===== config.mk =====
export PLATFORM = sky130hd
export DESIGN_NAME = calendar_datetime_advance_core
export DESIGN_NICKNAME = d
export VERILOG_FILES = /design/src/rtl/core/cda_pkg.sv /design/src/rtl/core/cda_datapath.sv /design/src/rtl/core/cda_ctrl.sv /design/src/rtl/core/calendar_datetime_advance_core.sv
export SDC_FILE = /design/constraint.sdc
export NUM_CORES = 2
export LEC_CHECK = 0
export BUFFER_PORTS_ARGS = -buffer_cell sky130_fd_sc_hd__buf_4
export CAP_MARGIN = 30
export CORE_ASPECT_RATIO = 1.75
export CORE_MARGIN = 4
export CORE_UTILIZATION = 55
export DETAILED_ROUTE_END_ITERATION = 8
export PLACE_DENSITY = 0.76
export REMOVE_ABC_BUFFERS = 1
export SLEW_MARGIN = 20
export SYNTH_ARGS = -nofsm -noshare
export SYNTH_HDL_FRONTEND = slang
export SYNTH_SLANG_ARGS = --single-unit

===== constraint.sdc =====
create_clock -name clk -period 8.9 [get_ports clk]
set_input_delay 0.89 -clock clk [delete_from_list [all_inputs] [get_ports clk]]
set_output_delay 0.89 -clock clk [all_outputs]
set_load 0.05 [all_outputs]

===== src/rtl/core/cda_pkg.sv =====
// ----------------------------------------------------------------------------
// cda_pkg
// Shared types, constants and calendar helpers for the date-time advance core.
// ----------------------------------------------------------------------------
package cda_pkg;

  typedef struct packed {
    logic [13:0] start_year;
    logic [3:0]  start_month;
    logic [4:0]  start_day;
    logic [4:0]  start_hour;
    logic [5:0]  start_minute;
    logic [5:0]  start_second;
    logic [31:0] received_ms;
    logic [31:0] now_ms;
  } req_t;

  typedef struct packed {
    logic [13:0] out_year;
    logic [3:0]  out_month;
    logic [4:0]  out_day;
    logic [4:0]  out_hour;
    logic [5:0]  out_minute;
    logic [5:0]  out_second;
    logic        date_valid;
  } rsp_t;

  // datapath commands
  typedef enum logic [3:0] {
    OP_NONE,
    OP_LOAD,
    OP_LEAP_Q,
    OP_LEAP_F,
    OP_CHECK,
    OP_DIV_MS,
    OP_SUM,
    OP_DAY_Q,
    OP_DAY_R,
    OP_HOUR_Q,
    OP_HOUR_R,
    OP_MIN_Q,
    OP_MIN_R,
    OP_STEP,
    OP_EMIT
  } op_t;

  typedef struct packed {
    logic ok;
    logic days_zero;
    logic year_roll;
  } sts_t;

  localparam logic [13:0] YEAR_MIN   = 14'd1970;
  localparam logic [3:0]  MONTH_MIN  = 4'd1;
  localparam logic [3:0]  MONTH_MAX  = 4'd12;
  localparam logic [3:0]  MONTH_FEB  = 4'd2;
  localparam logic [4:0]  DAY_MIN    = 5'd1;
  localparam logic [4:0]  HOUR_MAX   = 5'd23;
  localparam logic [5:0]  MINSEC_MAX = 6'd59;

  localparam logic [16:0] SEC_PER_DAY  = 17'd86400;
  localparam logic [11:0] SEC_PER_HOUR = 12'd3600;
  localparam logic [5:0]  SEC_PER_MIN  = 6'd60;
  localparam logic [6:0]  YEARS_CENT   = 7'd100;

  // Reciprocals, exact over the operand ranges used:
  //   x / 1000          = (x * RECIP_MS)   >> 38, x < 2^32
  //   (x >> 7) / 675    = (.. * RECIP_DAY) >> 26, gives x / 86400
  //   (x >> 4) / 225    = (.. * RECIP_HOUR)>> 21, gives x / 3600
  //   (x >> 2) / 15     = (.. * RECIP_MIN) >> 14, gives x / 60
  //   (y >> 2) / 25     = (.. * RECIP_CENT)>> 17, gives y / 100
  localparam logic [28:0] RECIP_MS   = 29'd274877907;
  localparam logic [16:0] RECIP_DAY  = 17'd99421;
  localparam logic [13:0] RECIP_HOUR = 14'd9321;
  localparam logic [10:0] RECIP_MIN  = 11'd1093;
  localparam logic [12:0] RECIP_CENT = 13'd5243;

  localparam logic [4:0] MONTH_LEN [12] = '{
    5'd31, 5'd28, 5'd31, 5'd30, 5'd31, 5'd30,
    5'd31, 5'd31, 5'd30, 5'd31, 5'd30, 5'd31
  };

  function automatic logic [4:0] month_days(input logic [3:0] month, input logic leap);
    logic [3:0] idx;
    logic [4:0] len;
    idx = month - MONTH_MIN;
    if (month == MONTH_FEB) begin
      len = leap ? 5'd29 : 5'd28;
    end else if (month < MONTH_MIN || month > MONTH_MAX) begin
      len = 5'd31;
    end else begin
      len = MONTH_LEN[idx];
    end
    return len;
  endfunction

endpackage


===== src/rtl/core/cda_datapath.sv =====
// ----------------------------------------------------------------------------
// cda_datapath
// Working registers, reciprocal dividers, validation and day stepper.
// ----------------------------------------------------------------------------
module cda_datapath (
  input  logic          clk,
  input  logic          rst,
  input  cda_pkg::op_t  op,
  input  cda_pkg::req_t req,
  output cda_pkg::sts_t sts,
  output cda_pkg::rsp_t rsp
);

  logic [13:0] year;
  logic [3:0]  month;
  logic [4:0]  day;
  logic [4:0]  hour;
  logic [5:0]  minute;
  logic [5:0]  second;
  logic [31:0] delta;
  logic [7:0]  cent;
  logic        leap;
  logic        ok;
  logic [22:0] secs;
  logic [22:0] total;
  logic [5:0]  days;
  logic [16:0] rem_day;
  logic [11:0] rem_hour;

  logic [60:0] prod_ms;
  logic [24:0] prod_cent;
  logic [32:0] prod_day;
  logic [26:0] prod_hour;
  logic [20:0] prod_min;
  logic [14:0] cent_back;
  logic        div100;
  logic [4:0]  mdays;
  logic        day_end;
  logic        valid_now;
  logic [22:0] total_sum;

  assign prod_ms   = 61'(delta) * 61'(cda_pkg::RECIP_MS);
  assign prod_cent = 25'(year[13:2]) * 25'(cda_pkg::RECIP_CENT);
  assign prod_day  = 33'(total[22:7]) * 33'(cda_pkg::RECIP_DAY);
  assign prod_hour = 27'(rem_day[16:4]) * 27'(cda_pkg::RECIP_HOUR);
  assign prod_min  = 21'(rem_hour[11:2]) * 21'(cda_pkg::RECIP_MIN);

  assign cent_back = 15'(cent) * 15'(cda_pkg::YEARS_CENT);
  assign div100    = cent_back == {1'b0, year};

  assign mdays   = cda_pkg::month_days(month, leap);
  assign day_end = ({1'b0, day} + 6'd1) > {1'b0, mdays};

  assign valid_now = year >= cda_pkg::YEAR_MIN &&
                     month >= cda_pkg::MONTH_MIN && month <= cda_pkg::MONTH_MAX &&
                     day >= cda_pkg::DAY_MIN && day <= mdays &&
                     hour <= cda_pkg::HOUR_MAX &&
                     minute <= cda_pkg::MINSEC_MAX && second <= cda_pkg::MINSEC_MAX;

  // seconds since midnight of the start day plus elapsed seconds
  assign total_sum = secs + 23'(second) +
                     23'(minute) * 23'(cda_pkg::SEC_PER_MIN) +
                     23'(hour) * 23'(cda_pkg::SEC_PER_HOUR);

  assign sts.ok        = ok;
  assign sts.days_zero = days == 6'd0;
  assign sts.year_roll = day_end && month == cda_pkg::MONTH_MAX;

  always_ff @(posedge clk) begin
    unique case (op)
      cda_pkg::OP_LOAD: begin
        year   <= req.start_year;
        month  <= req.start_month;
        day    <= req.start_day;
        hour   <= req.start_hour;
        minute <= req.start_minute;
        second <= req.start_second;
        delta  <= req.now_ms - req.received_ms;
        days   <= 6'd0;
      end
      cda_pkg::OP_LEAP_Q: cent <= prod_cent[24:17];
      cda_pkg::OP_LEAP_F: begin
        leap <= (year[1:0] == 2'd0 && !div100) || (div100 && cent[1:0] == 2'd0);
      end
      cda_pkg::OP_CHECK:  ok <= valid_now;
      cda_pkg::OP_DIV_MS: secs <= prod_ms[60:38];
      cda_pkg::OP_SUM:    total <= total_sum;
      cda_pkg::OP_DAY_Q:  days <= prod_day[31:26];
      cda_pkg::OP_DAY_R: begin
        rem_day <= 17'(total - 23'(days) * 23'(cda_pkg::SEC_PER_DAY));
      end
      cda_pkg::OP_HOUR_Q: hour <= prod_hour[25:21];
      cda_pkg::OP_HOUR_R: begin
        rem_hour <= 12'(rem_day - 17'(hour) * 17'(cda_pkg::SEC_PER_HOUR));
      end
      cda_pkg::OP_MIN_Q:  minute <= prod_min[19:14];
      cda_pkg::OP_MIN_R: begin
        second <= 6'(rem_hour - 12'(minute) * 12'(cda_pkg::SEC_PER_MIN));
      end
      cda_pkg::OP_STEP: begin
        days <= days - 6'd1;
        if (day_end) begin
          day <= cda_pkg::DAY_MIN;
          if (month == cda_pkg::MONTH_MAX) begin
            month <= cda_pkg::MONTH_MIN;
            year  <= year + 14'd1;
          end else begin
            month <= month + 4'd1;
          end
        end else begin
          day <= day + 5'd1;
        end
      end
      cda_pkg::OP_EMIT: begin
        rsp.out_year   <= year;
        rsp.out_month  <= month;
        rsp.out_day    <= day;
        rsp.out_hour   <= hour;
        rsp.out_minute <= minute;
        rsp.out_second <= second;
        rsp.date_valid <= ok;
      end
      default: ;
    endcase
  end

  a_step_in_month: assert property (@(posedge clk) disable iff (rst)
    op == cda_pkg::OP_STEP |-> day >= cda_pkg::DAY_MIN && day <= mdays && days != 6'd0)
    else $error("day step outside the month or with no days left");

  a_day_split: assert property (@(posedge clk) disable iff (rst)
    op == cda_pkg::OP_DAY_R |=> rem_day < cda_pkg::SEC_PER_DAY)
    else $error("day remainder out of range");

  a_time_split: assert property (@(posedge clk) disable iff (rst)
    op == cda_pkg::OP_MIN_R |=> second <= cda_pkg::MINSEC_MAX &&
      minute <= cda_pkg::MINSEC_MAX && hour <= cda_pkg::HOUR_MAX)
    else $error("time of day out of range after split");

endmodule


===== src/rtl/core/cda_ctrl.sv =====
// ----------------------------------------------------------------------------
// cda_ctrl
// Sequencer: accepts one transaction, steps the datapath, hands off result.
// ----------------------------------------------------------------------------
module cda_ctrl (
  input  logic          clk,
  input  logic          rst,
  input  logic          req_valid,
  output logic          req_ready,
  output logic          rsp_valid,
  input  logic          rsp_ready,
  input  cda_pkg::sts_t sts,
  output cda_pkg::op_t  op
);

  typedef enum logic [3:0] {
    S_IDLE,
    S_LEAP_Q,
    S_LEAP_F,
    S_CHECK,
    S_DIV,
    S_SUM,
    S_DAY_Q,
    S_DAY_R,
    S_HOUR_Q,
    S_HOUR_R,
    S_MIN_Q,
    S_MIN_R,
    S_STEP,
    S_FIN
  } state_t;

  state_t state;
  logic   stepping;   // leap pass re-entered from the day stepper
  logic   out_free;

  assign req_ready = state == S_IDLE;
  assign out_free  = !rsp_valid || rsp_ready;

  always_comb begin
    op = cda_pkg::OP_NONE;
    unique case (state)
      S_IDLE:   op = req_valid ? cda_pkg::OP_LOAD : cda_pkg::OP_NONE;
      S_LEAP_Q: op = cda_pkg::OP_LEAP_Q;
      S_LEAP_F: op = cda_pkg::OP_LEAP_F;
      S_CHECK:  op = cda_pkg::OP_CHECK;
      S_DIV:    op = sts.ok ? cda_pkg::OP_DIV_MS : cda_pkg::OP_NONE;
      S_SUM:    op = cda_pkg::OP_SUM;
      S_DAY_Q:  op = cda_pkg::OP_DAY_Q;
      S_DAY_R:  op = cda_pkg::OP_DAY_R;
      S_HOUR_Q: op = cda_pkg::OP_HOUR_Q;
      S_HOUR_R: op = cda_pkg::OP_HOUR_R;
      S_MIN_Q:  op = cda_pkg::OP_MIN_Q;
      S_MIN_R:  op = cda_pkg::OP_MIN_R;
      S_STEP:   op = sts.days_zero ? cda_pkg::OP_NONE : cda_pkg::OP_STEP;
      S_FIN:    op = out_free ? cda_pkg::OP_EMIT : cda_pkg::OP_NONE;
      default:  op = cda_pkg::OP_NONE;
    endcase
  end

  always_ff @(posedge clk) begin
    if (rst) begin
      state     <= S_IDLE;
      stepping  <= 1'b0;
      rsp_valid <= 1'b0;
    end else begin
      if (state == S_FIN && out_free) begin
        rsp_valid <= 1'b1;
      end else if (rsp_ready) begin
        rsp_valid <= 1'b0;
      end
      unique case (state)
        S_IDLE: begin
          if (req_valid) begin
            state    <= S_LEAP_Q;
            stepping <= 1'b0;
          end
        end
        S_LEAP_Q: state <= S_LEAP_F;
        S_LEAP_F: state <= stepping ? S_STEP : S_CHECK;
        S_CHECK:  state <= S_DIV;
        S_DIV:    state <= sts.ok ? S_SUM : S_FIN;
        S_SUM:    state <= S_DAY_Q;
        S_DAY_Q:  state <= S_DAY_R;
        S_DAY_R:  state <= S_HOUR_Q;
        S_HOUR_Q: state <= S_HOUR_R;
        S_HOUR_R: state <= S_MIN_Q;
        S_MIN_Q:  state <= S_MIN_R;
        S_MIN_R: begin
          state    <= S_STEP;
          stepping <= 1'b1;
        end
        S_STEP: begin
          // new year: redo the leap test before stepping on
          if (sts.days_zero) begin
            state <= S_FIN;
          end else if (sts.year_roll) begin
            state <= S_LEAP_Q;
          end
        end
        S_FIN: begin
          if (out_free) begin
            state <= S_IDLE;
          end
        end
        default: state <= S_IDLE;
      endcase
    end
  end

  a_one_at_a_time: assert property (@(posedge clk) disable iff (rst)
    req_valid && req_ready |=> !req_ready)
    else $error("second transaction accepted while one is in progress");

  a_emit_free: assert property (@(posedge clk) disable iff (rst)
    op == cda_pkg::OP_EMIT |-> !rsp_valid || rsp_ready)
    else $error("result register overwritten before hand-off");

  a_emit_valid: assert property (@(posedge clk) disable iff (rst)
    op == cda_pkg::OP_EMIT |=> rsp_valid && req_ready)
    else $error("result loaded without raising valid");

endmodule


===== src/rtl/core/calendar_datetime_advance_core.sv =====
// The time to a result grows with D, the number of whole days carried (0 to 50), and with
//   R, the year rollovers (0 or 1), each of which reruns the leap test; a date-time
//   that fails validation goes straight to the result. The day stepper sets the D term.
// Throughput: one transaction at a time; the next is taken the cycle after the result
//   is registered, while that result still waits at the output.
// Reset: synchronous, clears the sequencer and output valid; no clearing pass.
// ----------------------------------------------------------------------------
// calendar_datetime_advance_core
// Advances a Gregorian date-time by elapsed milliseconds between two timestamps.
// ----------------------------------------------------------------------------
module calendar_datetime_advance_core (
  input  logic          clk,
  input  logic          rst,
  input  logic          req_valid,
  output logic          req_ready,
  input  cda_pkg::req_t req,
  output logic          rsp_valid,
  input  logic          rsp_ready,
  output cda_pkg::rsp_t rsp
);

  cda_pkg::op_t  op;
  cda_pkg::sts_t sts;

  cda_ctrl u_ctrl (
    .clk       (clk),
    .rst       (rst),
    .req_valid (req_valid),
    .req_ready (req_ready),
    .rsp_valid (rsp_valid),
    .rsp_ready (rsp_ready),
    .sts       (sts),
    .op        (op)
  );

  cda_datapath u_datapath (
    .clk (clk),
    .rst (rst),
    .op  (op),
    .req (req),
    .sts (sts),
    .rsp (rsp)
  );

endmodule


==> results.md <==
| Step | Result | This run |
|:---|:---|:---|
| routing | 1st-iter DRT viols | 1132 |
| synth | Leading cell type by number of instances after synthesis | inv_1 |
| synth | Largest area contributor in the netlist | ha_1 |
| clock tree | Later-pin clock latency in the skew report | 0.58 ns |
| cells and area | ANT cells | 0 |
| routing | Via count | 25600 |
| cells and area | Relative area change from synthesis to final layout | 8.23% |
| clock tree | Number of instances resized during post-cts repair | 0 |
| global route | First-pass GRT wire length | 147000 um |
| critical path | Category of the most critical setup path | reg2reg |
| critical path | Slowest cell on the critical path | edfxtp_1 |
| floorplanning | Die outline height | 354 um |
| floorplanning | Effective utilization at floorplan | 55.7% |
| timing | Period utilisation layout | 86.3% |
| routing | Remaining antenna violation count | 0 |
| place | I/O Buffers | 150 |
| routing | Count of TritonRoute iterations in the first routing pass | 6 |
| timing | Clock Skews | 0.0288 ns |
| synth | Commonest cells in the synthesized netlist | inv_1 (968), ha_1 (935), fa_1 (484) |
| clock tree | Number of buffers inserted for hold repair after clock tree synthesis | 0 |
| timing | Setup TNS | 0 ns |
| synth | Top cells by area in the synthesized netlist | ha_1 (31%), fa_1 (26%), edfxtp_1 (16%), inv_1 (9.6%), xnor2_1 (2.6%) |
| clock tree | Maximum buffer depth of the clock tree | 3 |
| timing | Final hold violations | 0 |
| place | Post-place instance area | 40000 sq um |
| floorplanning | Die Footprint | 73000 sq um |
| place | Placement-stage worst setup slack | 1.27 ns |
| clock tree | Number of buffers created by CTS | 24 |
| critical path | CP max stage delay | 0.63 ns |
| critical path | Worst setup SP type | register |
| timing | Period minus WS final | 7.68 ns |
| timing | Total setup violations reported at the end of the flow | 0 |
| timing | Relative slew margins | 38.9% |
| critical path | CP required | 9.21 ns |
| synth | Warnings, synthesis | 0 |
| global route | Overall Global Routing Usage | 25.9% |
| floorplanning | Placeable core region | 67600 sq um |
| critical path | Buffers and inverters on the worst path | 4 |
| synth | Synthesized cell area | 37700 sq um |
| synth | Avg Cell Area, Syn | 10.4 sq um |
| clock tree | TritonCTS clock tree | built |
| cells and area | Total number of nets in the final design | 5314 |
| routing | Drt drc | 0 |
| timing | Transition time at the pin with the least slew margin | 0.905 ns |
| timing | Post-route setup slack | 1.22 ns |
| routing | Wirelength, routed | 92000 um |
| synth | Number of synthesized flops with an enable pin | 204 |
| timing | Unrepaired setup endpoints after global routing | false |
| synth | Number of unique standard cell types used by synthesis | 69 |
| global route | Vias in the first global route | 28600 |
| critical path | CP Capture Type | register |
| clock tree | Post-CTS Setup Bufs | 0 |
| synth | Proportion of synthesized flip-flops having asynchronous set or reset | 0% |
| floorplanning | Std cell rows | 126 |
| clock tree | Clock transition at the registers of the reported paths | 0.07 ns |
| global route | Number of antenna violations at the first check in global routing | 1 |
| clock tree | Cell at the root of the clock tree | clkbuf_16 |
| hold path | Hold Crit Class | reg2reg |
| critical path | Kind of cell adding the most delay to the critical path | adder cells |
| critical path | Cell-by-cell listing of the critical path | ha_1 -> fa_1 -> fa_1 -> inv_1 -> fa_1 -> inv_1 -> fa_1 -> fa_1 -> fa_1 -> inv_1 -> fa_1 -> inv_1 -> ha_1 -> a21oi_1 -> o211ai_1 -> a21oi_1 -> o21ai_0 -> nor3_1 -> a2111oi_4 -> o31a_4 -> a221oi_4 -> o31ai_1 -> xor2_1 |
| synth | Predominant post-synthesis flop cell | edfxtp_1 |
| floorplanning | I/O pin count | 151 |
| timing | Tightest hold margin | 0.418 ns |
| cells and area | Final design instance area without fill | 40800 sq um |
| global route | Maximum number of pins on one net before global-route repair | 35 |
| synth | Post-synthesis sequential element count | 210 |
| routing | Average wire length per cell after detail routing | 19.6 um |
| synth | Fraction of synthesized cell area taken by the top area cell type | 31.0% |
| global route | Total overflow reported by the global router | 0 |
| place | HPWL after detailed placement | 80600 um |
| clock tree | H-Tree Level Count | 1 |
| critical path | Max FO, Critical Path | 10 |
| run | Max-cap check violation count | 0 |
| timing | Final Max Slew Viols | 0 |
| place | Routability Congestion | 0.981 |
| synth | Gate Count Post-Synth | 3621 |
| status | Run status | complete, no violations |
| critical path | Arrival time at the worst endpoint | 7.99 ns |
| synth | Sequential element share of the synthesized area | 16.6% |
| clock tree | Clk sink count | 210 |
| critical path | Most used cell, CP | fa_1 |
| cells and area | Share of post-route cells with drive strength above 1 | 6.15% |
| routing | Per-cell via count in the routed design | 5.45 |
| floorplanning | Die Span X | 206 um |
| timing | Maximum clock rate | 0.130 GHz |
[path summary, 6_finish.rpt]
path | cells after the start | end | slack [ns] | start
worst max-delay path | 23 | u_datapath.secs[18] | 1.22 | u_datapath.delta[14]
worst min-delay path | 0 | u_datapath.rem_day[2] | 0.42 | u_datapath.total[2]
worst max register to register | 23 | u_datapath.secs[18] | 1.22 | u_datapath.delta[14]
worst min register to register | 0 | u_datapath.rem_day[2] | 0.42 | u_datapath.total[2]
[cell type report]
| type | instances | area (sq um) |
|---|---|---|
| Multi-Input combinational cell | 2418 | 27700 |
| Clock buffer | 26 | 608 |
| Timing Repair Buffer | 165 | 1240 |
| Sequential cell | 210 | 6250 |
| Clock inverter | 17 | 215 |
| Tap cell | 896 | 1120 |
| Fill cell | 5575 | 26800 |
| Inverter | 968 | 3630 |
[kinds of logic (layout without fill, tap and decap cells)]
| family | Yosys count | after routing | synth area share, % |
|---|---|---|---|
| mux | 10 | 10 | 0.292 |
| compound gates | 454 | 454 | 7.78 |
| simple gates | 370 | 370 | 4.92 |
| xor+xnor | 165 | 165 | 3.83 |
| flops | 210 | 210 | 16.6 |
| buf+inv | 993 | 1176 | 9.89 |
| fa+ha+maj | 1419 | 1419 | 56.7 |
[sequential cells by signal (all words and copies together) (netlist names), 8 cells and up]
| register | cells |
|---|---|
| u_datapath.rsp | 41 |
| u_datapath.year | 14 |
| u_datapath.rem_hour | 12 |
| u_datapath.delta | 32 |
| u_datapath.secs | 23 |
| u_datapath.total | 23 |
| u_datapath.rem_day | 17 |
| u_datapath.cent | 8 |
[metal layers]
metal  routed length [um]  global-route usage (%)  up-vias
met4                 7410                    16.3        0
met3                 2880                    2.35      296
li1                     -                       -    12200
met5                    0                       0        -
met1                30800                    25.4    12600
met2                51000                    50.7      609
[metrics by stage]
stage                     util, %  std cells
after global placement       59.1       4655
final                        60.3       4700
after detailed placement     59.1       4656
after CTS                    60.3       4699
after global routing         60.3       4700
after floorplan                 -       3596
[placed cells by master, fill, tap and decap left out, types with 10 or more instances in the layout]
cell       Yosys  layout
inv_1        968     968
ha_1         935     935
fa_1         484     484
edfxtp_1     204     204
buf_4          0     164
a21oi_1      131     131
xnor2_1      113     113
nand2_1      110     110
a21o_1        90      90
o21ai_0       90      90
nor2_1        71      70
xor2_1        52      52
nor3_1        31      31
nand3_1       29      29
nand4_1       25      25
clkbuf_16      0      24
o21bai_1      23      23
nor2b_1       24      23
nand2b_1      19      19
a211oi_1      18      18
a31oi_1       16      16
o31ai_1       13      13
o21a_1        13      13
and3_1        12      12
or3_1         10      10
Power is left out: the tool's default activity adds up to more than one toggle a clock period on the data nets, which glitch-free logic cannot reach.
